## config.mk

```make
export PLATFORM = sky130hd
export DESIGN_NAME = rvu_lane
export DESIGN_NICKNAME = d
export VERILOG_FILES = /design/src/rtl/rvu_pkg.sv /design/src/rtl/rvu_lane.sv
export SDC_FILE = /design/constraint.sdc
export NUM_CORES = 1
export LEC_CHECK = 0
export BUFFER_PORTS_ARGS = -buffer_cell sky130_fd_sc_hd__buf_4
export CELL_PAD_IN_SITES_DETAIL_PLACEMENT = 1
export CELL_PAD_IN_SITES_GLOBAL_PLACEMENT = 2
export CORE_MARGIN = 4
export CORE_UTILIZATION = 34
export DETAILED_ROUTE_END_ITERATION = 8
export PLACE_DENSITY = 0.88
export SLEW_MARGIN = 0
export SYNTH_ARGS = -nofsm -noshare
export SYNTH_HDL_FRONTEND = slang
export SYNTH_SLANG_ARGS = --single-unit
```

## constraint.sdc

```tcl
create_clock -name clock -period 5 [get_ports clock]
set_clock_uncertainty 0.05 [all_clocks]
set_input_delay 0.25 -clock clock [delete_from_list [all_inputs] [get_ports clock]]
set_output_delay 0.25 -clock clock [all_outputs]
set_load 0.05 [all_outputs]
```

## src/rtl/rvu_pkg.sv

```systemverilog
// ----------------------------------------------------------------------------
// rvu_pkg
// Shared types and fixed constants of the rotation vector unwrap core.
// ----------------------------------------------------------------------------
`default_nettype none

package rvu_pkg;

   // 2*pi in unsigned Q32
   localparam logic [35:0] TWO_PI_Q32 = 36'd26986075409;
   // quotient bits of (v.w - |v|^2) / theta in Q32
   localparam int Y_BITS = 42;
   // quotient bits of the turn count division
   localparam int KQ_BITS = 9;
   localparam int TURN_W = 6;
   localparam logic [TURN_W-1:0] TURN_POS_CAP = 6'd31;
   localparam logic [TURN_W-1:0] TURN_NEG_CAP = 6'd32;

   typedef enum logic [3:0] {
      ST_IDLE,
      ST_MUL1,
      ST_SUM,
      ST_SQRT,
      ST_NUM,
      ST_QLOAD,
      ST_QDIV,
      ST_KLOAD,
      ST_KDIV,
      ST_KSET,
      ST_KT,
      ST_LKT,
      ST_MUL2,
      ST_DLOAD,
      ST_DDIV,
      ST_DONE
   } state_type;

   typedef struct packed {
      logic load_in;
      logic load_kt;
      logic mul_step;
      logic div_load;
      logic div_step;
   } lane_ctrl_type;

endpackage

`default_nettype wire

```

## src/rtl/rvu_lane.sv

```systemverilog
// ----------------------------------------------------------------------------
// rvu_lane
// One vector component: bit-serial products for |v|^2 and v.w, the bit-serial
// scale product c*k*2pi, its rounded division by theta and the saturating sum.
// ----------------------------------------------------------------------------
`default_nettype none

module rvu_lane #(
   parameter int COMPONENT_WIDTH = 24,
   parameter int FRACTION_BITS = 16,
   localparam int DROP = (COMPONENT_WIDTH > 28) ? (COMPONENT_WIDTH - 28) : 0,
   localparam int RW = COMPONENT_WIDTH - DROP,
   localparam int KTW = FRACTION_BITS + 9
) (
   input  wire                               clock,
   input  rvu_pkg::lane_ctrl_type            ctrl,
   input  wire signed [COMPONENT_WIDTH-1:0]  comp_v,
   input  wire signed [COMPONENT_WIDTH-1:0]  comp_w,
   input  wire [RW-1:0]                      root,
   input  wire [KTW-1:0]                     kt,
   input  wire                               k_neg,
   input  wire                               pass,
   output logic [2*RW-1:0]                   sq_term,
   output logic signed [2*RW:0]              dot_term,
   output logic signed [COMPONENT_WIDTH-1:0] res,
   output logic                              sat
);
   import rvu_pkg::*;

   localparam int CW = COMPONENT_WIDTH;
   localparam int PRW = RW + ((RW > KTW) ? RW : KTW);
   localparam int QQ = CW + 1;
   localparam int CMPW = PRW + QQ + 3;
   localparam logic signed [CW+2:0] HI = (CW+3)'((64'd1 << (CW - 1)) - 64'd1);
   localparam logic signed [CW+2:0] LO = -HI - (CW+3)'(1);

   logic signed [CW-1:0] v_ff, v_in;
   logic                 cneg_ff, cneg_in, dneg_ff, dneg_in;
   logic [RW-1:0]        ma_ff, ma_in;
   logic [PRW-1:0]       mba_ff, mba_in, mbb_ff, mbb_in, acca_ff, acca_in, accb_ff, accb_in;
   logic [RW:0]          drem_ff, drem_in;
   logic [QQ-1:0]        dlow_ff, dlow_in, dq_ff, dq_in;
   logic                 dsat_ff, dsat_in;

   logic signed [RW-1:0] c_in, w_in, c_hold;
   logic [RW-1:0]        cm_in, wm_in, cm_hold;
   logic [PRW+1:0]       mval;
   logic [RW:0]          r2;
   logic [CMPW-1:0]      mwide;
   logic [RW+1:0]        dt;
   logic                 dge;
   logic                 an;
   logic signed [CW+2:0] sv, sa, ssum;

   assign c_in = RW'(comp_v >>> DROP);
   assign w_in = RW'(comp_w >>> DROP);
   assign c_hold = RW'(v_ff >>> DROP);
   assign cm_in = c_in[RW-1] ? (~c_in + 1'b1) : c_in;
   assign wm_in = w_in[RW-1] ? (~w_in + 1'b1) : w_in;
   assign cm_hold = c_hold[RW-1] ? (~c_hold + 1'b1) : c_hold;

   assign mval = (PRW+2)'({acca_ff, 1'b0}) + (PRW+2)'(root);
   assign r2 = {root, 1'b0};
   assign mwide = CMPW'(mval);
   assign dt = {drem_ff, dlow_ff[QQ-1]};
   assign dge = dt >= (RW+2)'(r2);

   always_comb begin
      v_in = v_ff;
      cneg_in = cneg_ff;
      dneg_in = dneg_ff;
      ma_in = ma_ff;
      mba_in = mba_ff;
      mbb_in = mbb_ff;
      acca_in = acca_ff;
      accb_in = accb_ff;
      drem_in = drem_ff;
      dlow_in = dlow_ff;
      dq_in = dq_ff;
      dsat_in = dsat_ff;
      if (ctrl.load_in) begin
         v_in = comp_v;
         cneg_in = c_in[RW-1];
         dneg_in = c_in[RW-1] ^ w_in[RW-1];
         ma_in = cm_in;
         mba_in = PRW'(cm_in);
         mbb_in = PRW'(wm_in);
         acca_in = '0;
         accb_in = '0;
      end
      if (ctrl.load_kt) begin
         ma_in = cm_hold;
         mba_in = PRW'(kt);
         acca_in = '0;
      end
      if (ctrl.mul_step) begin
         if (ma_ff[0]) begin
            acca_in = acca_ff + mba_ff;
            accb_in = accb_ff + mbb_ff;
         end
         ma_in = ma_ff >> 1;
         mba_in = mba_ff << 1;
         mbb_in = mbb_ff << 1;
      end
      if (ctrl.div_load) begin
         dsat_in = mwide >= (CMPW'(r2) << QQ);
         drem_in = (RW+1)'(mwide >> QQ);
         dlow_in = mwide[QQ-1:0];
         dq_in = '0;
      end
      if (ctrl.div_step) begin
         drem_in = dge ? (RW+1)'(dt - (RW+2)'(r2)) : (RW+1)'(dt);
         dlow_in = dlow_ff << 1;
         dq_in = {dq_ff[QQ-2:0], dge};
      end
   end

   always_ff @(posedge clock) begin
      v_ff <= v_in;
      cneg_ff <= cneg_in;
      dneg_ff <= dneg_in;
      ma_ff <= ma_in;
      mba_ff <= mba_in;
      mbb_ff <= mbb_in;
      acca_ff <= acca_in;
      accb_ff <= accb_in;
      drem_ff <= drem_in;
      dlow_ff <= dlow_in;
      dq_ff <= dq_in;
      dsat_ff <= dsat_in;
   end

   assign sq_term = acca_ff[2*RW-1:0];
   assign dot_term = dneg_ff ? -$signed({1'b0, accb_ff[2*RW-1:0]})
                             : $signed({1'b0, accb_ff[2*RW-1:0]});

   assign an = cneg_ff ^ k_neg;
   assign sv = (CW+3)'(v_ff);
   assign sa = $signed((CW+3)'(dq_ff));
   assign ssum = an ? (sv - sa) : (sv + sa);

   always_comb begin
      if (pass) begin
         res = v_ff;
         sat = 1'b0;
      end else if (dsat_ff) begin
         res = an ? CW'(LO) : CW'(HI);
         sat = 1'b1;
      end else if (ssum > HI) begin
         res = CW'(HI);
         sat = 1'b1;
      end else if (ssum < LO) begin
         res = CW'(LO);
         sat = 1'b1;
      end else begin
         res = ssum[CW-1:0];
         sat = 1'b0;
      end
   end

endmodule

`default_nettype wire
```

* After elaboration in Yosys (flattened, before gate mapping)
Index checks and enable logic that the tools add are counted.
Operators by class: muxes and demuxes 36, magnitude comparators 4, add/subtract/negate cells 10, reduce and logical (&&, ||, !) cells 4, bitwise operators 5
Operators by type and width (number):
- two-way mux 49 bit | 13
- two-way mux 24 bit | 10
- two-way mux 25 bit | 7
- adder 49 bit | 2
- adder 24 x 1 -> 24 bit, second input constant | 3
- NOT 24 bit | 3
- adder 50 x 24 -> 51 bit | 1
- >= comparator 51 x 50 -> 1 bit | 1
- negator 48 -> 49 bit | 1
- adder 24 x 26 -> 27 bit | 1
- > comparator 27 x 24 -> 1 bit, second input constant | 1
- < comparator 27 x 24 -> 1 bit, second input constant | 1
- two-way mux 27 bit | 1
- subtractor 24 x 26 -> 27 bit | 1
- >= comparator 26 x 25 -> 1 bit | 1
- subtractor 25 bit | 1
- two-way mux 23 bit | 1
- nonzero test 2 bit | 3
- two-way mux 1 bit | 4
- nonzero test 3 bit | 1
- XOR 1 bit | 2
Word-level totals: logic and storage cells 75, register bits after elaboration 322, output and inout port bits 122

* Longest topological paths before layout
Gate-level depths: netlist of run 1.
depth in word-level cells 7, depth in mapped cells 23

* Worst setup path before layout of run 1
OpenSTA, ideal clock, no wires.
path type register -> register, start register acca_ff[0], end register dsat_ff, data pin, cell stages (with the launch flop) 24, slack -0.165 ns, setup time 0.128 ns, clock period less this slack 5.165 ns, arrival time 4.987 ns, path through dfxtp_1 > ha_1 > fa_1 > a211oi_2 > o21a_1 > o21ai_0 > a2111oi_2 > nor3_1 > o21ai_1 > a21oi_1 > buf_2 > and3_1 > xor2_1 > ha_1 > nand4_1 > nor2_1 > and3_1 > nand3_1 > or4_1 > nor4_1 > or4b_1 > nor4b_1 > and4b_1 > a21o_1
Between the ends: word-level cells in the longest chain between the ends 2
RTL lines:
- start, declared | line rvu_lane.sv:40 | logic [PRW-1:0] mba_ff, mba_in, mbb_ff, mbb_in, acca_ff, acca_in, accb_ff, accb_in;
- start signal, assigned | line rvu_lane.sv:125 | acca_ff <= acca_in;
- adder 50 x 24 -> 51 bit | line rvu_lane.sv:62 | assign mval = (PRW+2)'({acca_ff, 1'b0}) + (PRW+2)'(root);
- >= comparator 51 x 50 -> 1 bit | line rvu_lane.sv:106 | dsat_in = mwide >= (CMPW'(r2) << QQ);
- end signal, assigned | line rvu_lane.sv:130 | dsat_ff <= dsat_in;
- end, declared | line rvu_lane.sv:43 | logic dsat_ff, dsat_in;
Every way passes these cells. A chain may end at the register's enable or synchronous reset.

* Worst setup path after layout of run 1
start register dq_ff[0], end output port res[4]
Between the ends: word-level cells in the longest chain between the ends 7, elaborated cells on any way between the ends 9, those cells by class add/sub (2); order compare (2); mux (5)
RTL lines:
- start, declared | line rvu_lane.sv:42 | logic [QQ-1:0] dlow_ff, dlow_in, dq_ff, dq_in;
- start signal, assigned | line rvu_lane.sv:129 | dq_ff <= dq_in;
- adder 24 x 26 -> 27 bit or subtractor 24 x 26 -> 27 bit (tied branches) | line rvu_lane.sv:140 | assign ssum = an ? (sv - sa) : (sv + sa);
- two-way mux 27 bit (*) | line rvu_lane.sv:140
- < comparator 27 x 24 -> 1 bit | line rvu_lane.sv:152 | end else if (ssum < LO) begin
- two-way mux 24 bit | line rvu_lane.sv:152
- two-way mux 24 bit (*) | line rvu_lane.sv:149 | end else if (ssum > HI) begin
- two-way mux 24 bit (*) | line rvu_lane.sv:146 | end else if (dsat_ff) begin
- two-way mux 24 bit (*) | line rvu_lane.sv:143 | if (pass) begin
- end, declared | line rvu_lane.sv:25 | output logic signed [COMPONENT_WIDTH-1:0] res,
Every way passes the cells marked *; elsewhere a longest branch is shown, timed or not.

==> results of run 1 <==
placed cells by master, fill, tap and decap left out, drive strengths merged, types with 42 or more instances in the layout:
cell type    n
a21oi      195
nand3      109
ha         196
o31ai       60
buf        469
nor2       134
edfxtp     218
a21o       105
nor2b       42
o21ai      305
and2        87
xor2       124
dfxtp      101
clkbuf      67
xnor2      167
inv         81
nand2      255
timing repair:
item                                    CTS  global route
hold buffers                             29             0
cloned                                    0             4
endpoints found under the setup margin   26            26
setup buffers                            15            34
resized for setup                        85           122
endpoints found under the hold margin    29             0
pin swaps                                27            72
per-stage QoR:
stage / std cells / util / total power (uW)
finish: 4284 / 0.435 / 13900
global route: 4284 / 0.435 / 14700
CTS: 4251 / 0.422 / 13400
detailed placement: 4128 / 0.392 / 10000
global placement: 4128 / 0.392 / 9940
floorplan: 2900 / - / 8070
layer usage:
| layer | vias to the layer above | wire (um) |
|---|---|---|
| li1 | 11400 | - |
| met1 | 11900 | 45000 |
| met2 | 584 | 41300 |
| met3 | 130 | 5120 |
| met4 | 0 | 2520 |
| met5 | - | 0 |
cells in the mapped netlist, types with 7 or more instances:
library cell  count
and2_1           86
nand2b_1         32
nand4_1          30
o21bai_1         20
or4_1            15
nor2_1          134
ha_1            196
xnor2_1         167
nor4_1           24
a21o_1          104
o211ai_1         14
a31o_2           11
a21oi_2          16
dfxtp_1         101
buf_4            50
o31ai_1          56
nor4b_1           8
or3_1            37
and3_1           29
a211oi_1         28
mux2_2           33
and4_1           10
nand3_1         109
clkbuf_1         98
mux2i_1          22
o21a_1           23
o41ai_1          17
nand2_1         255
nor2b_1          42
xor2_1          123
nor3_1           40
inv_1            79
a22o_1           24
o21ai_1           7
buf_1             8
o21ai_0         298
a31oi_1          23
edfxtp_1        218
or2_2            16
a21oi_1         179
registers in the layout, indices dropped and copies added (netlist names):
name and count:
acca_ff 49, drem_ff 25, accb_ff 48, ma_ff 24
c_hold 24, dlow_ff 25, dneg_ff 1, mba_ff 49
dsat_ff 1, mbb_ff 48, dq_ff 25
critical path, stage by stage, from the launching register on:
cell and delay [ns]:
edfxtp_1 0.49, inv_1 0.09, ha_1 0.24, and3_4 0.16, buf_4 0.13, buf_4 0.13
nor2_1 0.11, xnor2_1 0.16, ha_1 0.32, a211oi_2 0.29, nor2_2 0.12, o41ai_4 0.49
o22ai_4 0.17, nor4_4 0.28, a211oi_4 0.08, buf_6 0.14, o31ai_4 0.25, buf_6 0.17
buf_12 0.13, nand4_1 0.14, a21oi_2 0.27, buf_6 0.18
logic make-up after synthesis:
kind of cell    Yosys count  synth area share
mux                      55            0.0230
compound gates          890             0.221
fa+ha+maj               201            0.0993
xor+xnor                291            0.0994
simple gates            898             0.179
buf+inv                 246            0.0458
flops                   319             0.333
cell type report:
| class | instances | area share |
|---|---|---|
| clock inverter | 15 | 0.00366 |
| tap | 969 | 0.0374 |
| multi-input combinational | 2335 | 0.519 |
| timing repair buffer | 501 | 0.127 |
| clock buffer | 64 | 0.0397 |
| sequential | 319 | 0.264 |
| inverter | 81 | 0.00937 |
final timing paths:
kind / from / to / slack, ns
max: dq_ff[0]$_SDFFCE_PN0P_ / res[4] / -0.41
min reg2reg: dlow_ff[0]$_SDFFE_PP0P_ / dlow_ff[0]$_SDFFE_PP0P_ / 0.46
min: kt[24] / mba_ff[24]$_DFFE_PP_ / 0.02
max reg2reg: acca_ff[0]$_DFF_P_ / dsat_ff$_DFFE_PP_ / -0.31
where the power goes:
part	leakage, uW	switching, uW	internal [uW]
Sequential	0.00317	388	3290
Clock	0.000688	1290	1840
Combinational	0.00998	4240	2890
==> qor.csv, run 1 <==
stage,metric,value,unit
route,vias,24000,
timing,Min Hold Slack,0.0231,ns
die,Initial Utilization,0.344,
critical_path,Worst setup EP type,output port,
route,"antenna viol nets, final",0,
clock_network,Clock Pin Slew Worst Setup and Hold Paths,0.06,ns
min_path,hold path depth,3,
placed_design,hpwl dp,69.0,mm
synth,Mapped Avg Cell Area,8.87,sq um
timing,Setup-failing EPs final,26,
power,peak supply drop,0.353,mV
timing,unrepaired setup endpoints after global routing,yes,
grt,number of global-route vias before repair,24000,
outcome,failing checks,"capacitance limit, setup timing",
clock_network,CTS tree,done,
synth,"FF+latch count, synth",319,
timing,final hold vios,0,
cells_and_area,fillcell total,8530,
cells_and_area,share of layout cells above drive strength 1,0.222,
cells_and_area,antenna cells,0,
grt,total gr overflow,0,
clock_network,root buf cell,clkbuf_16,
timing,Slew @ Worst Pin,1.49,ns
clock_network,CTS Buf Count,43,
power,pwr dens,429,nW/um^2
clock_network,Clock Sinks,319,
critical_path,CP required,4.70,ns
grt,initial antenna violation count,4,
die,site row count,100,
route,TritonRoute pass-1 iters,5,
clock_network,clk buf depth,3,
outcome,outcome,"complete, but fails checks",
die,DIE WIDTH,283,um
die,I/O pin count,227,
timing,PnR worst setup slack,-0.413,ns
cells_and_area,synth-to-layout area growth,26.2,%
timing,fmax,0.185,GHz
synth,post-synthesis net count,3206,
synth,synth top area cells,"edfxtp_1 (25%), ha_1 (9.5%), dfxtp_1 (7.9%), o21ai_0 (5.8%), xnor2_1 (5.7%)",
critical_path,WP data arrival,5.11,ns
placed_design,dpl cell area,29300,sq um
cells_and_area,area of the multi-input gates,16900,sq um
timing,setup_tns,-8.77,ns
synth,top_reg_cell synth,edfxtp_1,
die,die height,283,um
synth,Post-synth EDFFs,218,
route,drt drc,0,
grt,first-pass GRT wire length,140,mm
synth,Syn Inst Count,2900,
route,DRT Wirelength,93.9,mm
die,die area,80100,sq um
cells_and_area,register area,8570,sq um
grt,met2 Track Usage GR,0.335,
route,vias per cell,5.60,
grt,largest net degree at the start of global routing,104,
synth,"Seq/Total Area, Yosys",0.333,
timing,Final min period,5.41,ns
timing,max-slew violation count,0,
power,LEAKAGE,0.0138,uW
synth,Synth area leader,edfxtp_1,
timing,period utilization,1.08,
timing,Max-slew headroom,0.00747,
cells_and_area,Nets,3587,
placed_design,# port buffers,226,
grt,met3 global-route usage,0.0301,
route,drt initial violations,1576,
clock_network,Clock Latency Late Sink,0.57,ns
placed_design,Final GP Congestion,0.889,
grt,global route hottest layer,met2,
grt,Global Route Usage Sum,0.216,
min_path,hold crit path type,input port to flip-flop,
critical_path,crit path max fanout,6,
route,average wire per standard cell,21.9,um
synth,"Async S/R FF share, synth",0,
grt,met1 usage,0.318,
synth,top-area cell type share of the netlist area,0.255,
clock_network,CTS H-Tree Depth,2,
cells_and_area,post-route cell area,32500,sq um
synth,Synth Cell Area,25700,sq um
critical_path,Worst Setup Path Type,flip-flop to output port,
synth,Yosys cell types,96,
critical_path,nature of the critical path startpoint,flip-flop,
run,total of max-cap violations,1,
placed_design,pre-CTS setup slack,-0.877,ns
die,core box area,74700,sq um
synth,Syn. warnings,0,
critical_path,Register-to-Register Path Depth,23,
Power figures use the tool's default switching activity.
==> run 2, diff against run 1 <==
- SETUP_SLACK_MARGIN: unset -> 0.15
- SKIP_LAST_GASP: unset -> 1
==> run 2 against run 1 <==
Highest routed layer is now met5. Critical endpoint is now res[12]. Die area unchanged. Register-to-register slack worse by 0.02 ns. Sequential share of layout area fell by 0.055 points. Setup slack got worse by 0.087 ns. Fmax down 1.6%. Power is 1.5% higher. Core utilization increased by 0.11 points. The run ends with setup timing left. Largest power group unchanged. Sequential cell count stayed put. Design area grew 0.25%.
==> qor.csv, run 2 (synthesis gave the netlist of run 1 again) <==
stage,metric,value,unit
cells_and_area,Largest regs,"acca_ff x49, mba_ff x49",
timing,Min Hold Slack,0.0432,ns
timing,PnR worst setup slack,-0.499,ns
critical_path,slowest cell on the critical path,edfxtp_1,
timing,Final min period,5.50,ns
cells_and_area,synth-to-layout area growth,26.5,%
critical_path,r2r setup slk,-0.33,ns
clock_network,Clock Latency Late Sink,0.57,ns
cells_and_area,post-route cell area,32500,sq um
critical_path,CP required,4.70,ns
cells_and_area,share of layout cells above drive strength 1,0.222,
route,average wire per standard cell,22.5,um
timing,fmax,0.182,GHz
grt,initial antenna violation count,11,
critical_path,Worst setup EP type,output port,
timing,max-slew violation count,0,
min_path,hold path depth,3,
route,vias,24500,
clock_network,Clock Pin Slew Worst Setup and Hold Paths,0.06,ns
timing,Setup-failing EPs final,26,
die,die height,283,um
min_path,Hold Path End,mba_ff[14]$_DFFE_PP_,
die,die area,80100,sq um
placed_design,Final GP Congestion,0.906,
grt,largest net degree at the start of global routing,76,
cells_and_area,Nets,3592,
route,vias per cell,5.70,
cells_and_area,most frequent cells in the layout,"buf_4 (430), o21ai_0 (291), nand2_1 (254)",
critical_path,Register-to-Register Path Depth,22,
die,site row count,100,
power,pwr dens,435,nW/um^2
clock_network,CTS Buf Count,43,
min_path,Hold Crit Start,kt[14],
placed_design,hpwl dp,70.2,mm
critical_path,Reg-to-Reg Start,acca_ff[0]$_DFF_P_,
timing,Slew @ Worst Pin,1.26,ns
cells_and_area,final core occ,0.436,
grt,first-pass GRT wire length,147,mm
clock_network,root buf cell,clkbuf_16,
grt,number of global-route vias before repair,25200,
critical_path,nature of the critical path startpoint,flip-flop,
die,core box area,74700,sq um
route,"antenna viol nets, final",0,
run,total of max-cap violations,0,
power,LEAKAGE,0.0139,uW
cells_and_area,"commonest non-fill, non-tap cell in the layout",buf_4,
cells_and_area,fillcell total,8580,
placed_design,# port buffers,226,
critical_path,CP Depth,22,
die,DIE WIDTH,283,um
outcome,failing checks,setup timing,
timing,unrepaired setup endpoints after global routing,yes,
critical_path,crit path max fanout,6,
route,drt drc,0,
route,DRT Wirelength,96.8,mm
die,I/O pin count,227,
grt,total gr overflow,0,
critical_path,RR Endpoint,dsat_ff$_DFFE_PP_,
cells_and_area,Final Non-Filler Cells,4294,
placed_design,Post-Place Cells,4136,
power,peak supply drop,0.455,mV
critical_path,crit-path leading delay family,compound AO/OA/AOI/OAI gates,
placed_design,dpl cell area,29500,sq um
critical_path,CP most frequent cell,buf_4,
route,drt initial violations,1580,
critical_path,Bufs and invs on worst path,7,
timing,final hold vios,0,
die,Initial Utilization,0.344,
min_path,hold crit path type,input port to flip-flop,
clock_network,clk buf depth,3,
timing,Max-slew headroom,0.161,
critical_path,WP data arrival,5.20,ns
timing,period utilization,1.10,
clock_network,CTS tree,done,
clock_network,Clock Sinks,319,
outcome,outcome,"complete, but fails checks",
critical_path,crit-path max cell delay,0.41,ns
critical_path,CP cell instances,buf_4 > nor3_1 > nand4_1 > o31ai_2 > xor2_1 > ha_1 > a21o_1 > nor2b_4 > a2111oi_4 > o21bai_2 > buf_4 > nor3_2 > buf_4 > a21oi_4 > xor2_2 > buf_6 > o31ai_4 > buf_6 > buf_16 > nand3_4 > a21oi_4 > buf_8,
grt,Global Route Usage Sum,0.228,
clock_network,CTS H-Tree Depth,2,
route,TritonRoute pass-1 iters,5,
critical_path,Worst Setup Path Type,flip-flop to output port,
## run 2: changes by cell type in the layout (fill, tap and decap cells not counted), sizes merged
cell	delta
buf	+1
bufinv	+4
clkbuf	-12
clkinv	+4
clkinvlp	-1
diode	+5
dlygate4sd3	+5
inv	+2
o21a	+1
o31ai	+1
## run 2: worst max path at each step
stage	startpoint	endpoint	slack, ns
2_1_floorplan	acca_ff[0]$_DFF_P_	dsat_ff$_DFFE_PP_	-0.09
3_3_place_gp	root[1]	dsat_ff$_DFFE_PP_	-0.75
3_5_place_dp	root[1]	dsat_ff$_DFFE_PP_	-0.87
4_1_cts	acca_ff[0]$_DFF_P_	dsat_ff$_DFFE_PP_	-0.34
5_1_grt	dq_ff[6]$_SDFFCE_PN0P_	res[12]	-0.71
6_report	dq_ff[2]$_SDFFCE_PN0P_	res[12]	-0.50
## run 2: tightest hold or removal path, stage by stage
cell and delay, ns:
buf_4 0.08, nor2_1 0.03, o31ai_1 0.18
## run 2: layer usage
| layer | GRT usage | share of wire | wire length [um] | vias up |
|---|---|---|---|---|
| li1 | - | - | - | 11400 |
| met1 | 0.299 | 0.43 | 42100 | 12100 |
| met2 | 0.377 | 0.46 | 45000 | 712 |
| met3 | 0.0392 | 0.059 | 5750 | 205 |
| met4 | 0.0884 | 0.041 | 3970 | 4 |
| met5 | 0 | 0.00024 | 23 | - |
## run 2: stage by stage
step | total power [uW] | TNS (ns) | setup WS [ns]
after global placement | 10000 | -5.53 | -0.745
after floorplan | 8150 | -0.0854 | -0.0854
after CTS | 13900 | -5.96 | -0.342
after global routing | 14900 | -16.19 | -0.707
after detailed placement | 10100 | -7.55 | -0.867
final | 14200 | -10.88 | -0.499
## run 2: final cells by class
cell class	count	area, sq um	share of cell area
diodes	5	12.5	0.000384
flip-flops and latches	319	8570	0.263
clock inverters	24	268	0.00823
inverters	81	304	0.00934
multi-input cells	2337	16800	0.518
repair buffers	504	4090	0.126
clock buffers	55	1240	0.0383
well taps	969	1210	0.0373
## run 2: repair_timing
item	in CTS	in global routing
pin swaps	43	49
gates resized for setup	100	49
hold buffers	34	0
setup buffers	27	10
endpoints found under the hold margin	34	0
cloned	3	0
setup endpoints to repair	26	26
## run 2: power by group
| group | switching [uW] | internal (uW) |
|---|---|---|
| logic | 4260 | 2870 |
| registers | 390 | 3290 |
| clock network | 1310 | 2030 |
| total | 5960 | 8190 |
